--- src/rtl/tfs_pkg.sv ---
// Package for the top-five selector: sizes, item and control types.
// No dependencies; every other file imports it.
package tfs_pkg;

  // List depth and value width
  localparam int TOP_COUNT  = 5;
  localparam int VALUE_BITS = 16;

  // Held count spans 0..TOP_COUNT, a slot index spans 0..TOP_COUNT-1
  localparam int COUNT_BITS = $clog2(TOP_COUNT + 1);
  localparam int IDX_BITS   = (TOP_COUNT > 1) ? $clog2(TOP_COUNT) : 1;
  localparam int RANK_BITS  = 3;

  // Queue between front and back
  localparam int QUEUE_DEPTH = 2;
  localparam int QPTR_BITS   = (QUEUE_DEPTH > 1) ? $clog2(QUEUE_DEPTH) : 1;
  localparam int QCNT_BITS   = $clog2(QUEUE_DEPTH + 1);

  // What the back end does with an item
  typedef enum logic {
    KIND_INSERT,
    KIND_FLUSH
  } kind_t;

  typedef struct packed {
    logic [VALUE_BITS-1:0] score;
    kind_t                 kind;
  } item_t;

  // Head of the queue as seen by the back end
  typedef struct packed {
    logic  valid;
    item_t item;
  } q_head_t;

  typedef enum logic {
    ST_COLLECT,
    ST_EMIT
  } state_t;

endpackage

--- src/rtl/tfs_if.sv ---
// Valid/ready channel interfaces for the selector input and result streams.
// Depends on tfs_pkg for field widths.
interface tfs_in_if import tfs_pkg::*; ();
  logic                  valid;
  logic                  ready;
  logic [VALUE_BITS-1:0] score;
  logic                  is_last;

  modport source (output valid, output score, output is_last, input ready);
  modport sink   (input valid, input score, input is_last, output ready);
endinterface

interface tfs_out_if import tfs_pkg::*; ();
  logic                  valid;
  logic                  ready;
  logic [VALUE_BITS-1:0] top_value;
  logic [RANK_BITS-1:0]  rank;
  logic                  last_of_run;

  modport source (output valid, output top_value, output rank, output last_of_run,
                  input ready);
  modport sink   (input valid, input top_value, input rank, input last_of_run,
                  output ready);
endinterface

--- src/rtl/tfs_front.sv ---
// Front end: takes input transfers, tags each item as insert or flush and
// holds it in a short queue for the back end. Depends on tfs_pkg, tfs_if.
module tfs_front import tfs_pkg::*; (
  input  logic          clk,
  input  logic          rst_n,
  tfs_in_if.sink        in_ch,
  output q_head_t       head,
  input  logic          pop
);

  item_t                slots_r [QUEUE_DEPTH];
  logic [QPTR_BITS-1:0] wr_ptr_r, rd_ptr_r;
  logic [QCNT_BITS-1:0] cnt_r;
  logic                 push;
  logic                 do_pop;
  item_t                new_item;

  // Classify the incoming item
  always_comb begin
    new_item.score = in_ch.score;
    new_item.kind  = in_ch.is_last ? KIND_FLUSH : KIND_INSERT;
  end

  assign in_ch.ready = (cnt_r != QCNT_BITS'(QUEUE_DEPTH));
  assign push        = in_ch.valid && in_ch.ready;
  assign do_pop      = pop && (cnt_r != '0);

  assign head.valid = (cnt_r != '0);
  assign head.item  = slots_r[rd_ptr_r];

  // Queue pointers and fill level
  always_ff @(posedge clk) begin
    if (!rst_n) begin
      wr_ptr_r <= '0;
      rd_ptr_r <= '0;
      cnt_r    <= '0;
    end else begin
      if (push) begin
        wr_ptr_r <= (wr_ptr_r == QPTR_BITS'(QUEUE_DEPTH - 1)) ? '0 : wr_ptr_r + 1'b1;
      end
      if (do_pop) begin
        rd_ptr_r <= (rd_ptr_r == QPTR_BITS'(QUEUE_DEPTH - 1)) ? '0 : rd_ptr_r + 1'b1;
      end
      if (push && !do_pop) begin
        cnt_r <= cnt_r + 1'b1;
      end else if (do_pop && !push) begin
        cnt_r <= cnt_r - 1'b1;
      end
    end
  end

  // Queue storage, payload only
  always_ff @(posedge clk) begin
    if (push) begin
      slots_r[wr_ptr_r] <= new_item;
    end
  end

endmodule

--- src/rtl/tfs_back.sv ---
// Back end: sorted insertion into the ranking list and emission of the
// ranking on a flush item. Depends on tfs_pkg and tfs_if.
module tfs_back import tfs_pkg::*; (
  input  logic          clk,
  input  logic          rst_n,
  input  q_head_t       head,
  output logic          pop,
  tfs_out_if.source     out_ch
);

  logic [VALUE_BITS-1:0] vals_r   [TOP_COUNT];
  logic [VALUE_BITS-1:0] vals_nxt [TOP_COUNT];
  logic [COUNT_BITS-1:0] count_r, count_nxt;
  logic [COUNT_BITS-1:0] idx_r, idx_nxt;
  state_t                state_r, state_nxt;

  logic                  ovalid_r, ovalid_nxt;
  logic [VALUE_BITS-1:0] ovalue_r, ovalue_nxt;
  logic [RANK_BITS-1:0]  orank_r, orank_nxt;
  logic                  olast_r, olast_nxt;

  logic [TOP_COUNT-1:0]  take;
  logic                  out_free;
  logic                  at_end;

  assign out_ch.valid       = ovalid_r;
  assign out_ch.top_value   = ovalue_r;
  assign out_ch.rank        = orank_r;
  assign out_ch.last_of_run = olast_r;

  assign out_free = !ovalid_r || out_ch.ready;
  assign at_end   = (idx_r + 1'b1 == count_r);

  // Slot i is taken over by the new value or its upper neighbour when it is
  // empty or holds a smaller value; ties stay above the new value
  always_comb begin
    for (int i = 0; i < TOP_COUNT; i++) begin
      take[i] = (COUNT_BITS'(i) >= count_r) || (vals_r[i] < head.item.score);
    end
  end

  // Next state, list update and output register load
  always_comb begin
    state_nxt  = state_r;
    count_nxt  = count_r;
    idx_nxt    = idx_r;
    vals_nxt   = vals_r;
    ovalid_nxt = ovalid_r && !out_ch.ready;
    ovalue_nxt = ovalue_r;
    orank_nxt  = orank_r;
    olast_nxt  = olast_r;
    pop        = 1'b0;

    unique case (state_r)
      ST_COLLECT: begin
        if (head.valid) begin
          pop = 1'b1;
          for (int i = 0; i < TOP_COUNT; i++) begin
            if (take[i]) begin
              if (i == 0) begin
                vals_nxt[i] = head.item.score;
              end else if (take[(i > 0) ? i - 1 : 0]) begin
                vals_nxt[i] = vals_r[(i > 0) ? i - 1 : 0];
              end else begin
                vals_nxt[i] = head.item.score;
              end
            end
          end
          if (count_r != COUNT_BITS'(TOP_COUNT)) begin
            count_nxt = count_r + 1'b1;
          end
          if (head.item.kind == KIND_FLUSH) begin
            idx_nxt   = '0;
            state_nxt = ST_EMIT;
          end
        end
      end
      ST_EMIT: begin
        if (out_free) begin
          ovalid_nxt = 1'b1;
          ovalue_nxt = vals_r[idx_r[IDX_BITS-1:0]];
          orank_nxt  = RANK_BITS'(idx_r);
          olast_nxt  = at_end;
          idx_nxt    = idx_r + 1'b1;
          if (at_end) begin
            count_nxt = '0;
            state_nxt = ST_COLLECT;
          end
        end
      end
      default: begin
        state_nxt = ST_COLLECT;
      end
    endcase
  end

  // Control registers
  always_ff @(posedge clk) begin
    if (!rst_n) begin
      state_r  <= ST_COLLECT;
      count_r  <= '0;
      idx_r    <= '0;
      ovalid_r <= 1'b0;
    end else begin
      state_r  <= state_nxt;
      count_r  <= count_nxt;
      idx_r    <= idx_nxt;
      ovalid_r <= ovalid_nxt;
    end
  end

  // Payload registers: list entries beyond the count are never read
  always_ff @(posedge clk) begin
    vals_r   <= vals_nxt;
    ovalue_r <= ovalue_nxt;
    orank_r  <= orank_nxt;
    olast_r  <= olast_nxt;
  end

endmodule

--- src/rtl/top_five_selector.sv ---
// Top-five selector: one input item per cycle while collecting; the queue
// stores each transferred item and hands it to the insertion stage.
// A flush item passes the queue and the list update, then the emit state
// sends one result per cycle (held count, 1..5) while the output register
// is free; intake stops once the two-entry queue is full. Reset (rst_n,
// synchronous, active low) empties queue, list and output register.
module top_five_selector import tfs_pkg::*; (
  input  logic      clk,
  input  logic      rst_n,
  tfs_in_if.sink    in_ch,
  tfs_out_if.source out_ch
);

  q_head_t head;
  logic    pop;

  tfs_front u_front (
    .clk   (clk),
    .rst_n (rst_n),
    .in_ch (in_ch),
    .head  (head),
    .pop   (pop)
  );

  tfs_back u_back (
    .clk    (clk),
    .rst_n  (rst_n),
    .head   (head),
    .pop    (pop),
    .out_ch (out_ch)
  );

endmodule

--- src/flat_wrapper.sv ---
// flat-port wrapper written by rule: the top's interface ports become plain ports
module top_five_selector_flat import tfs_pkg::*;
  (clk, rst_n, in_ch_valid, in_ch_score, in_ch_is_last, in_ch_ready, out_ch_valid, out_ch_top_value, out_ch_rank, out_ch_last_of_run, out_ch_ready);
  tfs_in_if in_ch_i ();
  tfs_out_if out_ch_i ();
  input  logic clk;
  input  logic rst_n;
  input wire logic [$bits(in_ch_i.valid)-1:0] in_ch_valid;
  input wire logic [$bits(in_ch_i.score)-1:0] in_ch_score;
  input wire logic [$bits(in_ch_i.is_last)-1:0] in_ch_is_last;
  output wire logic [$bits(in_ch_i.ready)-1:0] in_ch_ready;
  output wire logic [$bits(out_ch_i.valid)-1:0] out_ch_valid;
  output wire logic [$bits(out_ch_i.top_value)-1:0] out_ch_top_value;
  output wire logic [$bits(out_ch_i.rank)-1:0] out_ch_rank;
  output wire logic [$bits(out_ch_i.last_of_run)-1:0] out_ch_last_of_run;
  input wire logic [$bits(out_ch_i.ready)-1:0] out_ch_ready;
  assign in_ch_i.valid = in_ch_valid;
  assign in_ch_i.score = in_ch_score;
  assign in_ch_i.is_last = in_ch_is_last;
  assign in_ch_ready = in_ch_i.ready;
  assign out_ch_valid = out_ch_i.valid;
  assign out_ch_top_value = out_ch_i.top_value;
  assign out_ch_rank = out_ch_i.rank;
  assign out_ch_last_of_run = out_ch_i.last_of_run;
  assign out_ch_i.ready = out_ch_ready;
  top_five_selector u_core (.clk(clk), .rst_n(rst_n), .in_ch(in_ch_i), .out_ch(out_ch_i));
endmodule
--- config.mk ---
export PLATFORM = sky130hd
export DESIGN_NAME = top_five_selector_flat
export DESIGN_NICKNAME = d
export VERILOG_FILES = /design/src/rtl/tfs_pkg.sv /design/src/rtl/tfs_if.sv /design/src/rtl/tfs_front.sv /design/src/rtl/tfs_back.sv /design/src/rtl/top_five_selector.sv /design/src/flat_wrapper.sv
export SDC_FILE = /design/constraint.sdc
export NUM_CORES = 1
export LEC_CHECK = 0
export BUFFER_PORTS_ARGS = -buffer_cell sky130_fd_sc_hd__buf_2
export CAP_MARGIN = 20
export CELL_PAD_IN_SITES_DETAIL_PLACEMENT = 1
export CELL_PAD_IN_SITES_GLOBAL_PLACEMENT = 2
export CORE_ASPECT_RATIO = 1.25
export CORE_MARGIN = 10
export CORE_UTILIZATION = 35
export DETAILED_ROUTE_END_ITERATION = 7
export GPL_ROUTABILITY_DRIVEN = 0
export PLACE_DENSITY = 0.72
export SLEW_MARGIN = 40
export SYNTH_ARGS = -nofsm -noshare
export SYNTH_HDL_FRONTEND = slang
export SYNTH_SLANG_ARGS = --single-unit
--- constraint.sdc ---
create_clock -name clk -period 7.5 [get_ports clk]
set_input_delay 1.125 -clock clk [delete_from_list [all_inputs] [get_ports clk]]
set_output_delay 1.125 -clock clk [all_outputs]
set_load 0.05 [all_outputs]
Word-level counts from Yosys, hierarchy flattened. Memory sizes are Yosys's and may differ from the RTL's. A register that Yosys moved wholly into a read port is not among the register bits. Cells that the tools add are included.

Add/subtract/negate cells: 6. Multipliers: 0. Divide/modulo/power cells: 0. $lt $le $gt $ge: 11. Eq/ne operators: 8. Shifts and indexed selects: 0. Mux-type cells: 34. Bitwise gates (word level): 2. Reductions and logical operators: 25.

Operators by type and width (count): $mux 16 (6); $lt 16x16->1 (5); $bmux 16 s3 (1); $mux 3 (7); $reduce_and 3->1 (6); $mux 1 (15); $pmux 3 s2 (2); $ne 2x1->1 const B (4); $add 3x1->3 const B (2); $ge 1x3->1 const A (2); $ge 2x3->1 const A (2); $logic_or 1x1->1 (6); $logic_and 1x1->1 (5); $ge 4x4->1 const B (1); $logic_not 1->1 (4); $mux 2 (2); $ne 2x2->1 const B (2); $not 3->4 (1); $reduce_and 4->1 (1); $reduce_bool 2->1 (2); $eq 3x3->1 (1); $ge 3x3->1 const A (1); $ne 3x3->1 const B (1); $add 1x1->1 const B (2); 5 further kinds (5).

Register bits after elaboration: 112. Latch bits: 0. Memory bits (writable): 34. Bits in read-only memories: 0. Input port bits: 21. Word-level logic and storage cells: 102. Memories kept: 1.

Memories: u_core.u_front.slots_r (depth 2, bits a word 17, read ports 1, clocked after Yosys merged registers in 1, wr ports 1, RTL line tfs_front.sv:11) `item_t slots_r [QUEUE_DEPTH];`.

Logic depth before layout (Yosys ltp).
Depth after elaboration: 7. Gate-level depth with buffers: 12. Mapped depth without buffers: 9.

Cells and area by module. Synthesis repeated with hierarchy kept, for this count alone.

Cells, all modules: 609. Area, all modules: 8140.3 µm².

By module, submodules not included: tfs_back (instances 1, cells each 532, area each 6672.6 µm², sequential area each 3163.0 µm²); tfs_front (instances 1, cells each 77, area each 1467.7 µm², sequential area each 1121.1 µm²).

Least setup slack after synthesis. OpenSTA, ideal clock, no wires.

Path kind: reg2reg. Start point: register with a tool-made name. End point: register u_core.u_back.vals_r[0] (netlist bit), enable pin. Arrival: 3.733 ns. Setup slack: 3.337 ns. Cell stages (with the launch flop): 11. Cells stage by stage: dfxtp_1 > buf_6 > clkbuf_1 > mux2_2 > inv_1 > ha_1 > a21o_1 > a21o_1 > a21oi_1 > a21oi_1 > nor4_1.

RTL lines: to (signal assigned) (RTL line tfs_back.sv:114) `vals_r <= vals_nxt;`; to (decl) (RTL line tfs_back.sv:11) `logic [VALUE_BITS-1:0] vals_r [TOP_COUNT];`.

==> results_dict.tcl <==
set metrics [dict create \
    die_h_um 190 \
    clk_pin_slew_ns 0.06 \
    max_freq_mhz 241 \
    multi_input_area_um2 3540 \
    ys_warn_count 0 \
    rows 61 \
    dr.pass1.iters 4 \
    ff_latch_area_um2 4290 \
    drtAntennaViolNets 0 \
    ctsResizeCount 0 \
    power_density_nw_per_um2 467 \
    grt_pass1_wl_mm 34.9 \
    port_buffers 42 \
    finalMaxSlewViolations 0 \
    drv_cap 0 \
    cp_slowest_stage_delay_ns 0.66 \
    fin_crit_ns 4.15 \
    die-area_um2 29500 \
    cts.sinks 147 \
    crit_type "reg2reg" \
    routedWlPerCell_um 23.9 \
    skew_ns 0.00785 \
    grt_usage_pct 15.6 \
    setup_viol 0 \
    tritoncts "yes" \
    cts_max_path_buffers 2 \
    hold_depth 2 \
    syn_area_um2 8050 \
    required_ns 7.62 \
    post-cts-setup-buffers 0 \
    tightest_slew_ns 0.823 \
    drc_errors 0 \
    leakagePower_nw 3.63 \
    grt_max_degree 22 \
    grt-ovfl-total 0 \
    antenna_found_initial 0 \
    io-pin-count 43 \
    drt-initial-drc-count 338 \
    rr_worst_depth 11 \
    die_w_um 156 \
    postSynthAreaPerCell_um2 13.9 \
    via_per_inst 5.45 \
    async_flop_share_pct 0 \
    ys_seq_elements 147 \
    areaGrowthSynthToFinish_pct 15.1 \
    start_kind "flop" \
    critical_path.max_fanout 17 \
    period_share_pct 55.3 \
    rsz0062_at_grt "no" \
    core_area_um2 22400 \
    postRouteWirelength_mm 22.4 \
    outcome "finished clean" \
    final_cell_mix "edfxtp_1 (134), ha_1 (81), mux2_2 (70)" \
    slowest_stage "dfxtp_2" \
    dp_hpwl_mm 16.3 \
    drive_gt1_share_pct 29.9 \
    hold_viol 0 \
    num_vias 5099 \
    synth.yosys.seq_area_share_pct 53.3 \
    synth_nets 682 \
    initial_utilization_pct 35.9 \
    antennaDiodeCount 0 \
    cpMostUsedCell "buf_4" \
    nNetsFinal 741 \
    grt_pass1_vias 5842 \
    synth.distinct_cells 53 \
    cts_hold_buf 0 \
    synth_enable_flop_cells 134 \
    setup_tns_ns 0 \
    hp-class "reg2reg" \
    path_cells "mux2_2 > inv_1 > ha_1 > a211o_1 > a21oi_1 > o21ai_0 > a221oi_1 > o2bb2ai_1 > buf_4 > nor2b_1 > buf_4" \
    cts_inserted_buffers 17 \
    layout_commonest_cell "edfxtp_1" \
    worstPathArrival_ns 4.27 \
    postSynthCellCount 580 \
    cts_htree_levels 4 \
    cts_root_buf "clkbuf_16" \
    fill_cells 2345 \
    slew_headroom_pct 44.9 \
    synth_ff_type "edfxtp_1" \
    ir_drop_uv 194 \
    hold_slack_ns 0.547 \
    end_kind "flop" \
    clock_latency_ns 0.42 \
]
## critical path: cells and delay by family, from the launching register on
kind,cells,cell delay [ns]
adder cells (fa/ha/maj),1,0.29
AO/OA/AOI/OAI,5,0.97
multiplexers,1,0.46
buffers and inverters,3,0.85
flip-flops,1,0.66
AND/OR/NAND/NOR,1,0.57
## logic make-up (layout without fill, tap and decap cells)
logic type,Yosys count,count (layout),share of synthesized area [%]
compound gates,105,105,8.65
xor+xnor,7,7,0.762
fa+ha+maj,81,81,12.6
buf+inv,55,127,3.03
flops,147,147,53.3
mux,97,97,16.4
simple gates,88,88,5.35
## Yosys cell counts (all sizes together) (2+ instances only)
cell type,instances,area (µm²)
nor2,12,45.0
a221oi,2,23.8
a21oi,30,150
nor4,2,12.5
or3,2,12.5
nor2b,4,25.0
inv,40,150
nand2b,2,12.5
ha,81,1010
edfxtp,134,4020
o31ai,4,30.0
xnor2,4,35.0
mux4,16,360
o21bai,2,15.0
and2,7,43.8
o211ai,2,15.0
a21boi,4,30.0
o21ai,34,170
mux2i,2,32.5
a21o,9,67.6
xor2,3,26.3
nand3,7,35.0
o21a,2,15.0
dfxtp,13,260
mux2,79,923
o211a,3,30.0
o41ai,3,52.6
nand2,32,120
a31oi,2,18.8
buf,6,60.1
clkbuf,9,33.8
nand4,10,62.6
a211oi,3,22.5
nor3,5,25.0
## metal layers
metal / vias to the layer above / share of wire, % / global-route usage, %
met2: 93 / 55 / 28.5
met3: 33 / 2.5 / 2.74
li1: 2350 / - / -
met4: 0 / 2.4 / 5.84
met5: - / 0 / 0
met1: 2623 / 40 / 17.4
## final cells by class
type / instances / share of cell area [%]
Clock inverter: 9 / 1.01
Tap cell: 283 / 3.83
Clock buffer: 23 / 5.39
Inverter: 40 / 1.62
Timing Repair Buffer: 55 / 3.54
Sequential cell: 147 / 46.3
Multi-Input combinational cell: 378 / 38.3
## through the flow
stage | total power, mW | cell area [µm²] | worst slack (ns) | util (%) | cells
global route | 4.61 | 9260 | 3.05 | 41.3 | 935
finish | 4.32 | 9260 | 3.35 | 41.3 | 935
global placement | 3.40 | 8620 | 2.75 | 38.4 | 902
CTS | 4.36 | 9260 | 3.33 | 41.3 | 935
detailed placement | 3.48 | 8660 | 3.31 | 38.6 | 903
floorplan | 2.81 | 8050 | 3.34 | - | 580
## power breakdown
| group | switching (mW) | leakage, nW | internal (mW) | total, mW |
|---|---|---|---|---|
| Sequential | 0.281 | 1.37 | 1.39 | 1.67 |
| Combinational | 1.05 | 1.96 | 0.747 | 1.79 |
| Clock | 0.351 | 0.294 | 0.507 | 0.858 |
| Total | 1.68 | 3.63 | 2.64 | 4.32 |
## final timing paths
| path | from | to | slack (ns) |
|---|---|---|---|
| setup / recovery | flop | u_core.u_back.vals_r[62] | 3.35 |
| hold / removal | u_core.u_front.cnt_r[1] | u_core.u_front.cnt_r[1] | 0.55 |
| setup reg to reg | flop | u_core.u_back.vals_r[62] | 3.35 |
| hold reg to reg | u_core.u_front.cnt_r[1] | u_core.u_front.cnt_r[1] | 0.55 |
## flip-flops by register name (all words and copies together), names as in the netlist, 2 cells and up, named ones only
register / flops
u_core.u_back.count_r: 3
u_core.u_back.idx_r: 3
u_core.u_back.out_ch.rank: 3
u_core.u_back.out_ch.top_value: 16
u_core.u_back.vals_r: 80
u_core.u_front.cnt_r: 2
u_core.u_front.slots_r: 34
(Power assumes the default switching activity.)
